**src/rtl/spp_pkg.sv**
```systemverilog
// shared constants, codes and the half-step coil table for the pointer positioner
package spp_pkg;

    localparam int unsigned ANGLE_W     = 16;
    localparam int unsigned DEADBAND_W  = 15;
    localparam int unsigned TICKS_W     = 16;
    localparam int unsigned STEPS_W     = 12;
    localparam int unsigned COIL_W      = 4;
    localparam int unsigned PHASE_W     = 3;
    localparam int unsigned CFG_DATA_W  = 16;

    localparam logic [DEADBAND_W-1:0] DEADBAND_RESET = DEADBAND_W'(500);
    localparam logic [TICKS_W-1:0]    TICKS_RESET    = TICKS_W'(15);

    localparam longint unsigned STEPS_PER_REV = 64'd4096;
    localparam longint unsigned FULL_TURN_CD  = 64'd36000;

    // wrapped difference, signed, wide enough for +/- two full turns
    localparam int unsigned DIFF_W = ANGLE_W + 2;
    localparam logic signed [DIFF_W-1:0] HALF_TURN     = DIFF_W'(18000);
    localparam logic signed [DIFF_W-1:0] FULL_TURN     = DIFF_W'(36000);
    localparam logic signed [DIFF_W-1:0] ONE_HALF_TURN = DIFF_W'(54000);
    localparam logic signed [DIFF_W-1:0] TWO_TURNS     = DIFF_W'(72000);

    // floor(mag * STEPS_PER_REV / FULL_TURN_CD) as one constant multiply and shift,
    // exact for any magnitude up to half a turn
    localparam int unsigned PROD_W      = 40;
    localparam int unsigned RECIP_SHIFT = 26;
    localparam longint unsigned RECIP_MULT =
        ((64'd1 << RECIP_SHIFT) * STEPS_PER_REV + FULL_TURN_CD - 64'd1) / FULL_TURN_CD;
    localparam logic [PROD_W-1:0] STEP_SCALE = PROD_W'(RECIP_MULT);
    localparam int unsigned QUOT_W = PROD_W - RECIP_SHIFT;
    localparam logic [QUOT_W-1:0] STEPS_MAX_Q = QUOT_W'({STEPS_W{1'b1}});

    typedef enum logic [0:0] {
        OP_TARGET = 1'b0,
        OP_TICK   = 1'b1
    } t_opcode;

    typedef enum logic [0:0] {
        CFG_DEADBAND = 1'b0,
        CFG_TICKS    = 1'b1
    } t_cfg_index;

    function automatic logic [COIL_W-1:0] half_step(input logic [PHASE_W-1:0] idx);
        logic [COIL_W-1:0] pat;
        case (idx)
            3'd0:    pat = 4'h9;
            3'd1:    pat = 4'h1;
            3'd2:    pat = 4'h3;
            3'd3:    pat = 4'h2;
            3'd4:    pat = 4'h6;
            3'd5:    pat = 4'h4;
            3'd6:    pat = 4'hC;
            3'd7:    pat = 4'h8;
            default: pat = 4'h0;
        endcase
        return pat;
    endfunction

endpackage

```
**src/rtl/stepper_pointer_positioner.sv**
```systemverilog
// half-step stepper pointer positioner: target commands, tick pacing, coil drive
//
// Takes one word per clock on the input channel: a target command (opcode 0) or a
// tick (opcode 1), and returns exactly one result word for each. A word passes
// through an input register and then a result register; the throughput is one
// word per cycle, limited only by stall on the result side, which holds the
// result register and in the same cycle stalls the input. A command is taken
// only when no run is active, else it is refused and flagged. A run drives one
// half-step pattern every ticks_per_step ticks, the first on the first tick
// after the command, and the coils turn off one interval after the last step.
// Configuration writes are taken in any cycle (ready is always high) and are
// meant for idle periods.
module stepper_pointer_positioner (
    input  logic                              i_clk,
    input  logic                              i_rst_n,

    input  logic                              i_in_valid,
    output logic                              o_in_stall,
    input  logic                              i_opcode,
    input  logic [spp_pkg::ANGLE_W-1:0]       i_target_angle,

    output logic                              o_out_valid,
    input  logic                              i_out_stall,
    output logic [spp_pkg::COIL_W-1:0]        o_coil_pattern,
    output logic                              o_moving,
    output logic                              o_move_started,
    output logic                              o_command_refused,
    output logic [spp_pkg::ANGLE_W-1:0]       o_pointer_angle,
    output logic [spp_pkg::STEPS_W-1:0]       o_steps_remaining,

    input  logic                              i_cfg_valid,
    output logic                              o_cfg_ready,
    input  logic                              i_cfg_index,
    input  logic [spp_pkg::CFG_DATA_W-1:0]    i_cfg_data
);

    logic [spp_pkg::DEADBAND_W-1:0] r_deadband;
    logic [spp_pkg::TICKS_W-1:0]    r_ticks_per_step;

    logic                           r_in_valid;
    spp_pkg::t_opcode               r_opcode;
    logic [spp_pkg::ANGLE_W-1:0]    r_target;

    logic [spp_pkg::ANGLE_W-1:0]    r_pointer_dir, n_pointer_dir;
    logic [spp_pkg::PHASE_W-1:0]    r_phase, n_phase;
    logic [spp_pkg::STEPS_W-1:0]    r_steps_left, n_steps_left;
    logic                           r_backward, n_backward;
    logic [spp_pkg::TICKS_W-1:0]    r_tick_count, n_tick_count;
    logic [spp_pkg::COIL_W-1:0]     r_coil, n_coil;

    logic                           r_out_valid;
    logic [spp_pkg::COIL_W-1:0]     r_out_coil;
    logic                           r_out_moving;
    logic                           r_out_started, n_started;
    logic                           r_out_refused, n_refused;
    logic [spp_pkg::ANGLE_W-1:0]    r_out_pointer;
    logic [spp_pkg::STEPS_W-1:0]    r_out_steps;

    logic                           advance;
    logic                           busy;
    logic signed [spp_pkg::DIFF_W-1:0] diff_raw;
    logic signed [spp_pkg::DIFF_W-1:0] diff_wrap;
    logic [spp_pkg::DIFF_W-1:0]     diff_abs;
    logic [spp_pkg::DEADBAND_W-1:0] mag;
    logic [spp_pkg::PROD_W-1:0]     prod;
    logic [spp_pkg::QUOT_W-1:0]     quot;
    logic [spp_pkg::STEPS_W-1:0]    step_count;
    logic [spp_pkg::TICKS_W-1:0]    reload;

    assign o_cfg_ready = 1'b1;

    always_ff @(posedge i_clk) begin
        if (!i_rst_n) begin
            r_deadband       <= spp_pkg::DEADBAND_RESET;
            r_ticks_per_step <= spp_pkg::TICKS_RESET;
        end else if (i_cfg_valid && o_cfg_ready) begin
            case (spp_pkg::t_cfg_index'(i_cfg_index))
                spp_pkg::CFG_DEADBAND: r_deadband <= i_cfg_data[spp_pkg::DEADBAND_W-1:0];
                spp_pkg::CFG_TICKS:    r_ticks_per_step <= i_cfg_data[spp_pkg::TICKS_W-1:0];
                default: ;
            endcase
        end
    end

    // the result register frees up when empty or when its word is taken
    assign advance    = !r_out_valid || !i_out_stall;
    assign o_in_stall = r_in_valid && !advance;

    always_ff @(posedge i_clk) begin
        if (!i_rst_n) begin
            r_in_valid <= 1'b0;
        end else if (!o_in_stall) begin
            r_in_valid <= i_in_valid;
        end
    end

    always_ff @(posedge i_clk) begin
        if (!o_in_stall && i_in_valid) begin
            r_opcode <= spp_pkg::t_opcode'(i_opcode);
            r_target <= i_target_angle;
        end
    end

    assign busy = (r_steps_left != '0) || (r_coil != '0);

    // shortest signed error, wrapped into a half turn either way
    always_comb begin
        diff_raw = $signed({2'b00, r_target}) - $signed({2'b00, r_pointer_dir});
        if (diff_raw > spp_pkg::ONE_HALF_TURN) begin
            diff_wrap = diff_raw - spp_pkg::TWO_TURNS;
        end else if (diff_raw > spp_pkg::HALF_TURN) begin
            diff_wrap = diff_raw - spp_pkg::FULL_TURN;
        end else if (diff_raw < -spp_pkg::ONE_HALF_TURN) begin
            diff_wrap = diff_raw + spp_pkg::TWO_TURNS;
        end else if (diff_raw < -spp_pkg::HALF_TURN) begin
            diff_wrap = diff_raw + spp_pkg::FULL_TURN;
        end else begin
            diff_wrap = diff_raw;
        end
        diff_abs = diff_wrap[spp_pkg::DIFF_W-1] ? spp_pkg::DIFF_W'(-diff_wrap)
                                                : spp_pkg::DIFF_W'(diff_wrap);
        mag  = diff_abs[spp_pkg::DEADBAND_W-1:0];
        prod = spp_pkg::PROD_W'(mag) * spp_pkg::STEP_SCALE;
        quot = prod[spp_pkg::PROD_W-1:spp_pkg::RECIP_SHIFT];
        step_count = (quot > spp_pkg::STEPS_MAX_Q) ? '1 : quot[spp_pkg::STEPS_W-1:0];
        reload = (r_ticks_per_step == '0) ? '0 : r_ticks_per_step - 1'b1;
    end

    always_comb begin
        n_pointer_dir = r_pointer_dir;
        n_phase       = r_phase;
        n_steps_left  = r_steps_left;
        n_backward    = r_backward;
        n_tick_count  = r_tick_count;
        n_coil        = r_coil;
        n_started     = 1'b0;
        n_refused     = 1'b0;
        case (r_opcode)
            spp_pkg::OP_TARGET: begin
                if (busy) begin
                    n_refused = 1'b1;
                end else if (mag > r_deadband) begin
                    n_backward    = diff_wrap[spp_pkg::DIFF_W-1];
                    n_pointer_dir = r_target;
                    if (step_count != '0) begin
                        n_steps_left = step_count;
                        n_tick_count = '0;
                        n_started    = 1'b1;
                    end
                end
            end
            spp_pkg::OP_TICK: begin
                if (busy) begin
                    if (r_tick_count != '0) begin
                        n_tick_count = r_tick_count - 1'b1;
                    end else if (r_steps_left != '0) begin
                        n_coil       = spp_pkg::half_step(r_phase);
                        n_phase      = r_backward ? r_phase - 1'b1 : r_phase + 1'b1;
                        n_steps_left = r_steps_left - 1'b1;
                        n_tick_count = reload;
                    end else begin
                        n_coil = '0;
                    end
                end
            end
            default: ;
        endcase
    end

    always_ff @(posedge i_clk) begin
        if (!i_rst_n) begin
            r_pointer_dir <= '0;
            r_phase       <= '0;
            r_steps_left  <= '0;
            r_backward    <= 1'b0;
            r_tick_count  <= '0;
            r_coil        <= '0;
            r_out_valid   <= 1'b0;
        end else if (advance) begin
            r_out_valid <= r_in_valid;
            if (r_in_valid) begin
                r_pointer_dir <= n_pointer_dir;
                r_phase       <= n_phase;
                r_steps_left  <= n_steps_left;
                r_backward    <= n_backward;
                r_tick_count  <= n_tick_count;
                r_coil        <= n_coil;
            end
        end
    end

    always_ff @(posedge i_clk) begin
        if (advance && r_in_valid) begin
            r_out_coil    <= n_coil;
            r_out_moving  <= (n_steps_left != '0) || (n_coil != '0);
            r_out_started <= n_started;
            r_out_refused <= n_refused;
            r_out_pointer <= n_pointer_dir;
            r_out_steps   <= n_steps_left;
        end
    end

    assign o_out_valid       = r_out_valid;
    assign o_coil_pattern    = r_out_coil;
    assign o_moving          = r_out_moving;
    assign o_move_started    = r_out_started;
    assign o_command_refused = r_out_refused;
    assign o_pointer_angle   = r_out_pointer;
    assign o_steps_remaining = r_out_steps;

endmodule
```
**config.mk**
```make
export PLATFORM = sky130hd
export DESIGN_NAME = stepper_pointer_positioner
export DESIGN_NICKNAME = d
export VERILOG_FILES = /design/src/rtl/spp_pkg.sv /design/src/rtl/stepper_pointer_positioner.sv
export SDC_FILE = /design/constraint.sdc
export NUM_CORES = 1
export LEC_CHECK = 0
export BUFFER_PORTS_ARGS = -buffer_cell sky130_fd_sc_hd__buf_4
export CORE_ASPECT_RATIO = 1.2
export CORE_MARGIN = 2
export CORE_UTILIZATION = 30
export CTS_BUF_LIST = sky130_fd_sc_hd__clkbuf_4 sky130_fd_sc_hd__clkbuf_8
export DETAILED_ROUTE_END_ITERATION = 8
export PLACE_DENSITY = 0.52
export SETUP_SLACK_MARGIN = 0.4
export SLEW_MARGIN = 20
export SYNTH_ARGS = -nofsm -noshare
export SYNTH_HDL_FRONTEND = slang
export SYNTH_SLANG_ARGS = --single-unit
```
**constraint.sdc**
```tcl
create_clock -name i_clk -period 11.62 [get_ports i_clk]
set_input_delay 2.324 -clock i_clk [delete_from_list [all_inputs] [get_ports i_clk]]
set_output_delay 2.324 -clock i_clk [all_outputs]
set_load 0.02 [all_outputs]
```
======== Word-level counts from Yosys, hierarchy flattened ========
Memories as Yosys holds them, arrays and structs flattened. A register that Yosys moved wholly into a read port is not among the register bits.
Index checks and enable logic that the tools add are counted.
operators by class
  add/subtract/negate cells ............... 11
  reduce and logical (&&, ||, !) cells .... 24
  order comparisons ....................... 5
  bitwise logic cells ..................... 5
  equality and inequality tests ........... 5
  $mul .................................... 1
  muxes and demuxes ....................... 32
operators with widths
  kind                                                             number
  2-to-1 mux 16 bit                                                10
  2-to-1 mux 12 bit                                                6
  2-to-1 mux 18 bit                                                4
  multiplier 15 x 22 -> 37 bit, second input constant              1
  nonzero test 12 bit                                              3
  one-hot mux 16 bit (2 select lines)                              1
  subtractor 16 x 1 -> 16 bit, second input constant               2
  one-hot mux 12 bit (2 select lines)                              1
  adder 17 x 17 -> 18 bit, second input constant                   1
  adder 17 x 18 -> 18 bit, second input constant                   1
  subtractor 17 x 17 -> 18 bit, second input constant              1
  subtractor 17 x 18 -> 18 bit, second input constant              1
  greater-than comparator 17 x 16 -> 1 bit, second input constant  1
  greater-than comparator 17 bit, second input constant            1
  less-than comparator 17 x 16 -> 1 bit, second input constant     1
  less-than comparator 17 bit, second input constant               1
  subtractor 16 x 16 -> 17 bit                                     1
  logical NOT 16 bit                                               1
  2-to-1 mux 4 bit                                                 4
  nonzero test 16 bit                                              1
  greater-than comparator 15 bit                                   1
  2-to-1 mux 15 bit                                                1
  negation 15 bit                                                  1
  subtractor 12 x 1 -> 12 bit, second input constant               1
  other kinds (17)                                                 36
storage, ports and cells
  output and inout port bits .............. 38
  register bits ........................... 137
  input port bits ......................... 39
  ROM bits ................................ 32
  memories ................................ 1
memory list
  memory           depth  bits a word  rd ports  clocked after Yosys merged registers in  write ports  RTL line       RTL
  (no name shown)  8      4            1         1                                        0            spp_pkg.sv:47  case (idx)

======== Logic depth before layout (Yosys ltp) ========
Gate-level depths: netlist (run 1).
  word-level depth ........................ 16
  gate-level depth with buffers ........... 50
  depth with buffers taken out ............ 47

======== Worst setup path before layout (run 1) ========
No wires, ideal clock.
  path type ............................... register to register
  start ................................... register r_target[0] in the netlist's numbering
  end ..................................... register r_steps_left[5] in the netlist's numbering
  setup time .............................. 0.091 ns
  path buffers ............................ 2
  arrival time ............................ 11.603 ns
  data required time ...................... 11.529 ns
  stages on the path, launching flop included .. 47
  slack ................................... -0.074 ns
  cell sequence ........................... edfxtp_1 -> inv_1 -> ha_1 -> inv_1 -> fa_1 -> a21o_1 -> a221o_2 -> xor2_1 -> inv_1 -> ha_1 -> a21o_1 -> a221oi_1 -> o311ai_4 -> nand2_1 -> a221o_1 -> mux2_2 -> or3_1 -> or4_1 -> (+11 left out) -> ha_1 -> ha_1 -> a21o_1 -> a21o_1 -> a21oi_1 -> o41ai_1 -> a31o_2 -> o311ai_0 -> nand2_1 -> or3_1 -> a2111oi_0 -> and4b_1 -> clkbuf_1 -> o21ai_0 -> a311o_1 -> o2111ai_1 -> mux2i_1 -> a311oi_1
between the ends
  word-level cells in the longest chain between the ends .. 14
  elaborated cells on any way between the ends .. 22
ends and longest elaborated chain
  element                                                                           RTL line                                                              RTL
  start, declared                                                                   stepper_pointer_positioner.sv:42                                      logic [spp_pkg::ANGLE_W-1:0] r_target;
  start signal, assigned                                                            stepper_pointer_positioner.sv:100                                     r_target <= i_target_angle;
  subtractor 16 x 16 -> 17 bit *                                                    stepper_pointer_positioner.sv:108                                     diff_raw = $signed({2'b00, r_target}) - $signed({2'b00, r_pointer_dir});
  adder 17 x 17 -> 18 bit or less-than comparator 17 x 16 -> 1 bit (tied branches)  stepper_pointer_positioner.sv:116, stepper_pointer_positioner.sv:115
  2-to-1 mux 18 bit                                                                 stepper_pointer_positioner.sv:115                                     end else if (diff_raw < -spp_pkg::HALF_TURN) begin
  2-to-1 mux 18 bit                                                                 stepper_pointer_positioner.sv:113                                     end else if (diff_raw < -spp_pkg::ONE_HALF_TURN) begin
  2-to-1 mux 18 bit                                                                 stepper_pointer_positioner.sv:111                                     end else if (diff_raw > spp_pkg::HALF_TURN) begin
  2-to-1 mux 18 bit *                                                               stepper_pointer_positioner.sv:109                                     if (diff_raw > spp_pkg::ONE_HALF_TURN) begin
  negation 15 bit                                                                   stepper_pointer_positioner.sv:120                                     diff_abs = diff_wrap[spp_pkg::DIFF_W-1] ? spp_pkg::DIFF_W'(-diff_wrap)
  2-to-1 mux 15 bit *                                                               stepper_pointer_positioner.sv:120
  multiplier 15 x 22 -> 37 bit                                                      stepper_pointer_positioner.sv:123                                     prod = spp_pkg::PROD_W'(mag) * spp_pkg::STEP_SCALE;
  nonzero test 12 bit                                                               stepper_pointer_positioner.sv:145                                     if (step_count != '0) begin
  2-to-1 mux 12 bit                                                                 stepper_pointer_positioner.sv:145
  2-to-1 mux 12 bit *                                                               stepper_pointer_positioner.sv:142                                     end else if (mag > r_deadband) begin
  2-to-1 mux 12 bit *                                                               stepper_pointer_positioner.sv:140                                     if (busy) begin
  one-hot mux 12 bit (2 select lines) *                                             stepper_pointer_positioner.sv:138                                     case (r_opcode)
  end signal, assigned                                                              stepper_pointer_positioner.sv:184                                     r_steps_left <= n_steps_left;
  end, declared                                                                     stepper_pointer_positioner.sv:46                                      logic [spp_pkg::STEPS_W-1:0] r_steps_left, n_steps_left;
Mark *: on every way between the ends. The rest lies on a longest branch, timed or not.
A chain may end at the register's enable or synchronous reset.

======== Worst setup path after layout (run 1) ========
  start ................................... register r_target[0] in the netlist's numbering
  end ..................................... register r_tick_count[14] in the netlist's numbering
between the ends
  word-level cells in the longest chain between the ends .. 12
  elaborated cells on any way between the ends .. 21
ends and longest elaborated chain
  element                                                                           RTL line                                                              RTL
  subtractor 16 x 16 -> 17 bit *                                                    stepper_pointer_positioner.sv:108
  adder 17 x 17 -> 18 bit or less-than comparator 17 x 16 -> 1 bit (tied branches)  stepper_pointer_positioner.sv:116, stepper_pointer_positioner.sv:115
  2-to-1 mux 18 bit                                                                 stepper_pointer_positioner.sv:115
  2-to-1 mux 18 bit                                                                 stepper_pointer_positioner.sv:113
  2-to-1 mux 18 bit                                                                 stepper_pointer_positioner.sv:111
  2-to-1 mux 18 bit *                                                               stepper_pointer_positioner.sv:109
  negation 15 bit                                                                   stepper_pointer_positioner.sv:120
  2-to-1 mux 15 bit *                                                               stepper_pointer_positioner.sv:120
  multiplier 15 x 22 -> 37 bit                                                      stepper_pointer_positioner.sv:123
  nonzero test 12 bit                                                               stepper_pointer_positioner.sv:145
  != test 2 bit (no source line)                                                    n/a
  AND reduction 7 bit (no source line) *                                            n/a
  end signal, assigned                                                              stepper_pointer_positioner.sv:186                                     r_tick_count <= n_tick_count;
  end, declared                                                                     stepper_pointer_positioner.sv:48                                      logic [spp_pkg::TICKS_W-1:0] r_tick_count, n_tick_count;
Marks and branches as above.

==> results of run 1 <==
logic make-up after synthesis:
logic type | count (synthesis) | share of synthesized area
compound gates | 378 | 0.1895
xor+xnor | 63 | 0.04064
fa+ha+maj | 276 | 0.2853
buf+inv | 233 | 0.06409
flops | 141 | 0.2429
mux | 12 | 0.009000
other cells | 1 | 0.0002725
simple gates | 488 | 0.1683
layout by cell type (no fill, tap or decap), types with 8 or more instances in the layout:
cell	n
ha_1	198
nand2_1	190
inv_1	175
buf_4	162
dfxtp_1	89
a21oi_1	85
nor2_1	84
o21ai_0	68
fa_1	57
edfxtp_1	52
nand3_1	40
nor3_1	40
xnor2_1	33
o211ai_1	20
clkbuf_8	19
xor2_1	18
o21a_1	17
a21o_1	17
and2_1	16
a211oi_1	15
nor2b_1	13
nand2b_1	13
a31oi_1	13
or3_1	12
and3_1	10
o21ai_1	10
o31ai_1	10
nor4_1	9
or2_2	9
nand4_1	8
a21boi_0	8
a311oi_1	8
mux2i_1	8
ha_4	8
area by class of cell:
cell class,count,area [um^2]
Clock buffer,21,276.5
Clock inverter,11,188.9
Inverter,182,683.2
Tap cell,609,762.0
Multi-Input combinational cell,1218,10160
Fill cell,4694,28430
Sequential cell,141,3343
Timing Repair Buffer,165,1250
routing by layer:
layer	vias to the layer above	track usage	share of wire
met5	-	0	0
met4	0	0.04826	0.022
met3	41	0.02243	0.027
met2	184	0.2993	0.52
met1	5587	0.1894	0.43
li1	5906	-	-
critical path: cells and delay by family, from the launching register on:
kind | cells | cell delay (ns)
compound gates | 15 | 3.52
simple gates | 6 | 1.51
flops | 1 | 0.40
mux | 2 | 0.50
xor+xnor | 2 | 0.50
fa+ha+maj | 10 | 3.17
buf+inv | 9 | 1.04
flip-flops by register name, indices dropped and copies added, names as in the netlist, named ones only:
signal,count
o_pointer_angle,16
r_pointer_dir,16
r_target,16
r_tick_count,16
r_ticks_per_step,16
r_deadband,15
o_steps_remaining,12
r_steps_left,12
o_coil_pattern,4
r_coil,4
r_phase,3
o_command_refused,1
o_move_started,1
o_moving,1
o_out_valid,1
r_backward,1
r_in_valid,1
r_opcode,1
worst max-delay path by stage:
stage,start,end
2_1_floorplan,r_target[0],r_steps_left[5]
5_1_grt,r_target[0],o_moving
3_3_place_gp,r_target[0],r_tick_count[8]
4_1_cts,r_target[0],r_tick_count[14]
6_report,r_target[0],r_tick_count[14]
3_5_place_dp,r_target[0],r_tick_count[7]
stage by stage:
stage / cell area, um^2 / setup WS [ns] / hold WS, ns / utilization / std cells
floorplan: 13800 / 0.4541 / 0.4319 / - / 1592
global placement: 15360 / 0.08817 / 0.4374 / 0.3407 / 2283
detailed placement: 15360 / 0.09205 / 0.4434 / 0.3407 / 2283
CTS: 15930 / 0.4206 / 0.4545 / 0.3533 / 2317
global route: 16660 / 0.3636 / 0.4651 / 0.3696 / 2347
finish: 16660 / 0.8443 / 0.4530 / 0.3696 / 2347
repair_timing:
item | CTS | global route
pin swaps | 1 | 35
cloned | 0 | 1
setup buffers | 2 | 29
setup endpoints to repair | 23 | 26
gates resized for setup | 19 | 93
==> flow_metrics.py, run 1 <==
metrics = {
    "sta": {
        "finalCritPeriodShare": 0.9273,
        "min_period_ns": 10.78,
        "rsz0062_at_grt": "true",
        "fin_worst_skew_ns": 0.02109,
        "fmax_mhz": 92.80,
        "fin_setup_tns_ns": 0,
        "slew_violations": 0,
        "worstMarginPinSlew_ns": 0.7967,
        "max_slew_margin": 0.4537,
        "setup_violations": 0,
        "hold_viol_final": 0,
    },
    "synth": {
        "synth_seq_cells": 141,
        "synth-seq-area-share": 0.2429,
        "yosysWarnings": 0,
        "postSynth.asyncResetShare": 0,
        "synthDistinctLibCells": 91,
        "netlist_top_cells_area": "ha_1 19%, dfxtp_1 13%, edfxtp_1 11%, fa_1 9.2%, nand2_1 5.3%",
        "synth_area_per_cell_um2": 8.645,
        "synth_area_um2": 13760,
        "yosys.area.top_type_share": 0.1936,
        "synth_edf_count": 52,
        "synthFlopType": "dfxtp_1",
        "synthTopCellsByCount": "213 x ha_1, 194 x nand2_1, 179 x inv_1",
        "yosysMostFrequentCell": "ha_1",
        "yosysTopAreaCell": "ha_1",
        "syn_inst": 1592,
        "synth.net_count": 1907,
    },
    "clock_network": {
        "insertion_delay_ns": 0.47,
        "clk_pin_slew_ns": 0.09,
        "cts_sinks": 141,
        "cts_tree": "done",
        "root_buffer": "clkbuf_8",
        "htree_levels": 4,
        "numCtsBuffers": 17,
        "clk_path_buf_depth": 2,
        "ctsHoldBuffers": 0,
    },
    "detailed_routing": {
        "vias_per_cell": 4.993,
        "drc": 0,
        "num_vias": 11720,
        "first_iter_violations": 610,
        "drt_first_pass_iters": 5,
        "wl_mm": 37.83,
        "wl_per_cell_um": 16.12,
        "antenna_left": 0,
    },
    "min_path": {
        "whs_path_depth": 2,
        "hold_start": "r_pointer_dir[7]",
        "hold_path_class": "reg2reg",
        "whs_endpoint": "r_pointer_dir[7]",
    },
    "global_routing": {
        "overflow": 0,
        "grt_pass1_wl_mm": 60.87,
        "grt_antenna_before_repair": 0,
        "gr-usage-all-layers": 0.1610,
        "grt_pass1_vias": 11780,
        "grt_max_degree": 45,
    },
    "final_layout": {
        "diodes": 0,
        "nets": 2040,
        "area_delta_synth_final_pct": 21.08,
        "drive_gt1_frac": 0.1812,
    },
    "floorplanning": {
        "die_w_um": 199.5,
        "start_util": 0.3052,
        "die_area_um2": 47610,
        "core_area_um2": 45090,
        "die_h_um": 238.6,
        "pin_count": 77,
        "rows": 85,
    },
    "flow_run": {
        "maxCapViolations": 0,
    },
    "setup_path": {
        "r2r_start": "r_target[0]",
        "slowest_delay_ns": 0.56,
        "startpoint_type": "flop",
        "critPathKind": "reg2reg",
        "cp_max_fo": 8,
        "ff2ff_setup_slack_ns": 0.84,
        "cp.arrival_ns": 11.14,
        "worstReg2RegEnd": "r_tick_count[14]",
        "r2r_cells": 44,
        "crit_required_ns": 11.99,
        "crit_slowest_cell": "fa_2",
        "end_kind": "flop",
    },
    "run_status": {
        "outcome": "finished clean",
    },
    "placed_design": {
        "dp_hpwl_mm": 30.04,
        "portBuffers": 75,
        "gp_congestion": 0.8531,
    },
}
Power of run 1 is not shown: default switching activity piles up to over one toggle a cycle in this logic, so the estimate is an artifact.
==> run 2, diff against run 1 <==
--- a/config.mk
+++ b/config.mk
@@ -11,6 +11,7 @@
 export CORE_UTILIZATION = 30
 export CTS_BUF_LIST = sky130_fd_sc_hd__clkbuf_4 sky130_fd_sc_hd__clkbuf_8
 export DETAILED_ROUTE_END_ITERATION = 8
+export GPL_TIMING_DRIVEN = 0
 export PLACE_DENSITY = 0.52
 export SETUP_SLACK_MARGIN = 0.4
 export SLEW_MARGIN = 20
==> constraint.sdc (replaced) <==
create_clock -name i_clk -period 9 [get_ports i_clk]
set_input_delay 1.8 -clock i_clk [delete_from_list [all_inputs] [get_ports i_clk]]
set_output_delay 1.8 -clock i_clk [all_outputs]
set_load 0.02 [all_outputs]
==> run 2 against run 1 <==
The flow now finishes with violations (negative setup slack). Via count increased by 2.9%. Core utilization up 1.9 points. Sequential cell count did not move. First-iteration DRC count decreased by 7.5%.
==> flow_metrics.py, run 2 (same netlist as run 1, synthesis figures left out) <==
metrics = {
    "global_routing": {
        "grt_pass1_wl_mm": 62.40,
        "gr-usage-all-layers": 0.1664,
        "grt_max_degree": 45,
        "grt_pass1_vias": 11960,
        "overflow": 0,
        "grt_antenna_before_repair": 0,
    },
    "final_layout": {
        "drive_gt1_frac": 0.2077,
        "layout_commonest_cell": "ha_1",
        "layout_common_cells": "190 x ha_1, 188 x nand2_1, 171 x inv_1",
        "instances_no_fill": 2381,
        "area_delta_synth_final_pct": 27.20,
        "nets": 2074,
        "final_area_um2": 17510,
        "diodes": 0,
    },
    "setup_path": {
        "cp_common_cell": "ha_4",
        "end_kind": "flop",
        "cp.arrival_ns": 11.24,
        "ff2ff_setup_slack_ns": -1.86,
        "slowest_delay_ns": 0.55,
        "startpoint_type": "flop",
        "cp_max_fo": 5,
        "crit_required_ns": 9.38,
        "crit_slowest_cell": "fa_2",
        "critPathKind": "reg2reg",
    },
    "placed_design": {
        "postPlaceCellArea_um2": 15620,
        "dp_hpwl_mm": 30.59,
        "dp.cells": 2281,
        "gp_congestion": 0.8878,
        "portBuffers": 75,
    },
    "sta": {
        "min_period_ns": 10.86,
        "fin_worst_skew_ns": 0.01379,
        "hold_viol_final": 0,
        "setup_violations": 42,
        "fmax_mhz": 92.08,
        "max_slew_margin": 0.3581,
        "setup_slack_ns": -1.861,
        "finalCritPeriodShare": 1.207,
        "rsz0062_at_grt": "true",
        "worstMarginPinSlew_ns": 0.9361,
        "slew_violations": 0,
    },
    "detailed_routing": {
        "num_vias": 12060,
        "drc": 0,
        "first_iter_violations": 564,
        "antenna_left": 0,
        "wl_mm": 39.14,
        "wl_per_cell_um": 16.44,
        "drt_first_pass_iters": 6,
        "vias_per_cell": 5.066,
    },
    "floorplanning": {
        "die_area_um2": 47610,
        "core_area_um2": 45090,
        "pin_count": 77,
        "die_w_um": 199.5,
        "die_h_um": 238.6,
        "rows": 85,
        "start_util": 0.3052,
    },
    "min_path": {
        "hold_path_class": "reg2reg",
    },
    "clock_network": {
        "clk_pin_slew_ns": 0.08,
        "numCtsBuffers": 17,
        "clk_path_buf_depth": 2,
        "cts_tree": "done",
        "insertion_delay_ns": 0.48,
        "root_buffer": "clkbuf_8",
        "cts_sinks": 141,
        "htree_levels": 4,
    },
    "flow_run": {
        "maxCapViolations": 0,
    },
    "run_status": {
        "outcome": "finished, violations left",
        "violations": "negative setup slack",
    },
}
==> run 2: timing repair <==
item | 4_1_cts | 5_1_grt
pin swaps | 37 | 9
cloned | 2 | 0
hold buffers | 0 | 0
endpoints found under the setup margin | 75 | 53
buffers inserted | 52 | 14
gates resized for setup | 123 | 50
==> run 2: final cells by class <==
type,count,area [um^2]
inverters,182,691.9
repair buffers,148,1220
clock inverters,12,146.4
multi-input cells,1218,10840
fillers,4577,27590
flip-flops and latches,141,3343
plain buffers,51,247.7
well taps,609,762.0
clock buffers,20,256.5
==> run 2: path summary, 6_finish.rpt <==
kind / cells after the start / from / end
min reg2reg: 2 / r_pointer_dir[4] / r_pointer_dir[4]
max: 47 / r_target[0] / r_steps_left[5]
max reg2reg: 47 / r_target[0] / r_steps_left[5]
min: 2 / r_pointer_dir[4] / r_pointer_dir[4]
==> run 2: per-layer routing <==
layer,share of wire,vias up,GRT usage,routed length (um)
met3,0.030,61,0.02271,1156
met1,0.43,5773,0.2001,16810
met4,0.025,0,0.05253,998
li1,-,6004,-,-
met5,0,-,0,0
met2,0.52,223,0.3032,20180
==> run 2: worst max-delay path: cells and delay by family (launching register included) <==
kind	cells	cell delay (ns)
fa+ha+maj	10	2.93
compound gates	18	3.83
buf+inv	8	0.70
xor+xnor	3	0.52
flops	1	0.42
mux	2	0.43
simple gates	6	1.89
==> run 2: per-stage QoR <==
step	setup slack, ns	TNS, ns	hold WS, ns	utilization
global route	-2.216	-69.87	0.4705	0.3882
finish	-1.861	-55.60	0.4527	0.3882
CTS	-1.803	-52.68	0.4552	0.3799
floorplan	-1.202	-27.26	0.4319	-
detailed placement	-3.323	-116.18	0.4446	0.3463
global placement	-3.728	-141.32	0.4371	0.3432
Power of run 2 is left out for the same reason.
==> run 3, diff against run 2 <==
--- a/config.mk
+++ b/config.mk
@@ -13,6 +13,7 @@
 export DETAILED_ROUTE_END_ITERATION = 8
 export GPL_TIMING_DRIVEN = 0
 export PLACE_DENSITY = 0.52
+export RECOVER_POWER = 50
 export SETUP_SLACK_MARGIN = 0.4
 export SLEW_MARGIN = 20
 export SYNTH_ARGS = -nofsm -noshare
==> run 3 against run 2 <==
The flow still finishes with violations (negative setup slack). Hold slack about the same. Critical path depth stayed put. Core utilization fell by 0.34 points. Via count is essentially flat. Cell count unchanged. Design area down 0.89%. Die area is the same. Maximum frequency about the same. Global-route usage is the same. Sequential cell count stayed put. Highest routed layer unchanged.
==> flow_metrics.py, run 3 (same netlist as run 1, synthesis figures left out) <==
metrics = {
    "setup_path": {
        "crit_slowest_cell": "fa_2",
        "startpoint_type": "flop",
        "cp_max_fo": 5,
        "r2r_cells": 47,
        "slowest_delay_ns": 0.55,
        "cp_common_cell": "ha_4",
        "critPathKind": "reg2reg",
        "ff2ff_setup_slack_ns": -1.86,
        "cp.arrival_ns": 11.24,
        "crit_required_ns": 9.38,
        "end_kind": "flop",
    },
    "flow_run": {
        "maxCapViolations": 0,
    },
    "global_routing": {
        "grt_antenna_before_repair": 0,
        "grt_pass1_wl_mm": 62.40,
        "grt_busiest_layer": "met2",
        "grt_use_met3": 0.02271,
        "grt_pass1_vias": 11960,
        "overflow": 0,
        "grt_max_degree": 45,
        "grtUsageMet1": 0.2001,
        "gr-usage-all-layers": 0.1664,
        "grt_use_met2": 0.3032,
    },
    "floorplanning": {
        "rows": 85,
        "die_h_um": 238.6,
        "die_area_um2": 47610,
        "die_w_um": 199.5,
        "pin_count": 77,
        "core_area_um2": 45090,
        "start_util": 0.3052,
    },
    "detailed_routing": {
        "drt_first_pass_iters": 5,
        "antenna_left": 0,
        "drc": 0,
        "wl_per_cell_um": 16.42,
        "first_iter_violations": 555,
        "num_vias": 12060,
        "vias_per_cell": 5.064,
        "wl_mm": 39.09,
    },
    "clock_network": {
        "clk_pin_slew_ns": 0.08,
        "htree_levels": 4,
        "ctsHoldBuffers": 0,
        "root_buffer": "clkbuf_8",
        "clk_path_buf_depth": 2,
        "insertion_delay_ns": 0.48,
        "cts_sinks": 141,
        "numCtsBuffers": 17,
        "cts_tree": "done",
    },
    "sta": {
        "min_period_ns": 10.86,
        "finalCritPeriodShare": 1.207,
        "hold_viol_final": 0,
        "fin_worst_skew_ns": 0.01525,
        "fmax_mhz": 92.05,
        "worstMarginPinSlew_ns": 0.9310,
        "rsz0062_at_grt": "true",
        "hold_slack_ns": 0.4526,
        "setup_slack_ns": -1.863,
        "max_slew_margin": 0.3616,
        "slew_violations": 0,
        "setup_violations": 42,
    },
    "min_path": {
        "hold_path_class": "reg2reg",
        "whs_path_depth": 2,
    },
    "final_layout": {
        "area_delta_synth_final_pct": 26.07,
        "layout_commonest_cell": "ha_1",
        "layout_common_cells": "190 x ha_1, 188 x nand2_1, 171 x inv_1",
        "diodes": 0,
        "nets": 2074,
        "drive_gt1_frac": 0.1851,
    },
    "placed_design": {
        "dpl_worst_slack_ns": -3.323,
        "dp_hpwl_mm": 30.59,
        "portBuffers": 75,
        "gp_congestion": 0.8878,
    },
    "run_status": {
        "violations": "negative setup slack",
        "outcome": "finished, violations left",
    },
}
run 3: cell types whose count changed in the layout (fill, tap and decap cells not counted):
cell	before	now
buf_1	2	1
buf_4	130	76
buf_6	13	12
clkbuf_1	36	75
clkbuf_4	6	23
nor2b_1	11	12
nor2b_2	2	1
nor4_1	8	9
nor4_2	2	1
run 3: path summary, 6_finish.rpt:
| kind | start | to |
|---|---|---|
| setup / recovery | r_target[0] | r_steps_left[5] |
| hold / removal | r_pointer_dir[4] | r_pointer_dir[4] |
| hold reg to reg | r_pointer_dir[4] | r_pointer_dir[4] |
| setup reg to reg | r_target[0] | r_steps_left[5] |
run 3: layer usage:
layer | wire [um] | vias to the layer above
met5 | 0 | -
met3 | 992 | 61
li1 | - | 6004
met1 | 17000 | 5799
met4 | 1043 | 0
met2 | 20060 | 193
run 3: worst max-delay path, delay by kind of cell, from the launching register on:
family,cells,cell delay (ns)
AOI/OAI and AO/OA,18,3.83
adders and majority gates,10,2.93
and+or+nand+nor,6,1.87
buffers and inverters,8,0.70
xor gates and xnor gates,3,0.52
muxes,2,0.43
DFF,1,0.42
run 3: per-stage QoR:
stage / cell area [um^2] / util / TNS [ns] / cells
after detailed placement: 15620 / 0.3463 / -116.18 / 2281
after CTS: 17130 / 0.3799 / -52.68 / 2367
after global routing: 17350 / 0.3848 / -69.87 / 2381
final: 17350 / 0.3848 / -55.79 / 2381
after floorplan: 14150 / - / -27.26 / 1592
after global placement: 15480 / 0.3432 / -141.32 / 2276
run 3: cell type report:
cell class              instances  area (um^2)
inverters                     182        691.9
well taps                     609        762.0
plain buffers                  51        247.7
repair buffers                148         1074
flip-flops and latches        141         3343
clock inverters                12        146.4
clock buffers                  20        256.5
multi-input cells            1218        10830
fillers                      4613        27740
run 3: repair_timing:
| action | CTS | global route |
|---|---|---|
| cloned | 2 | 0 |
| pin swaps | 37 | 9 |
| resized for setup | 123 | 50 |
| buffers inserted | 52 | 14 |
| endpoints found under the setup margin | 75 | 53 |
Power of run 3 is left out for the same reason.
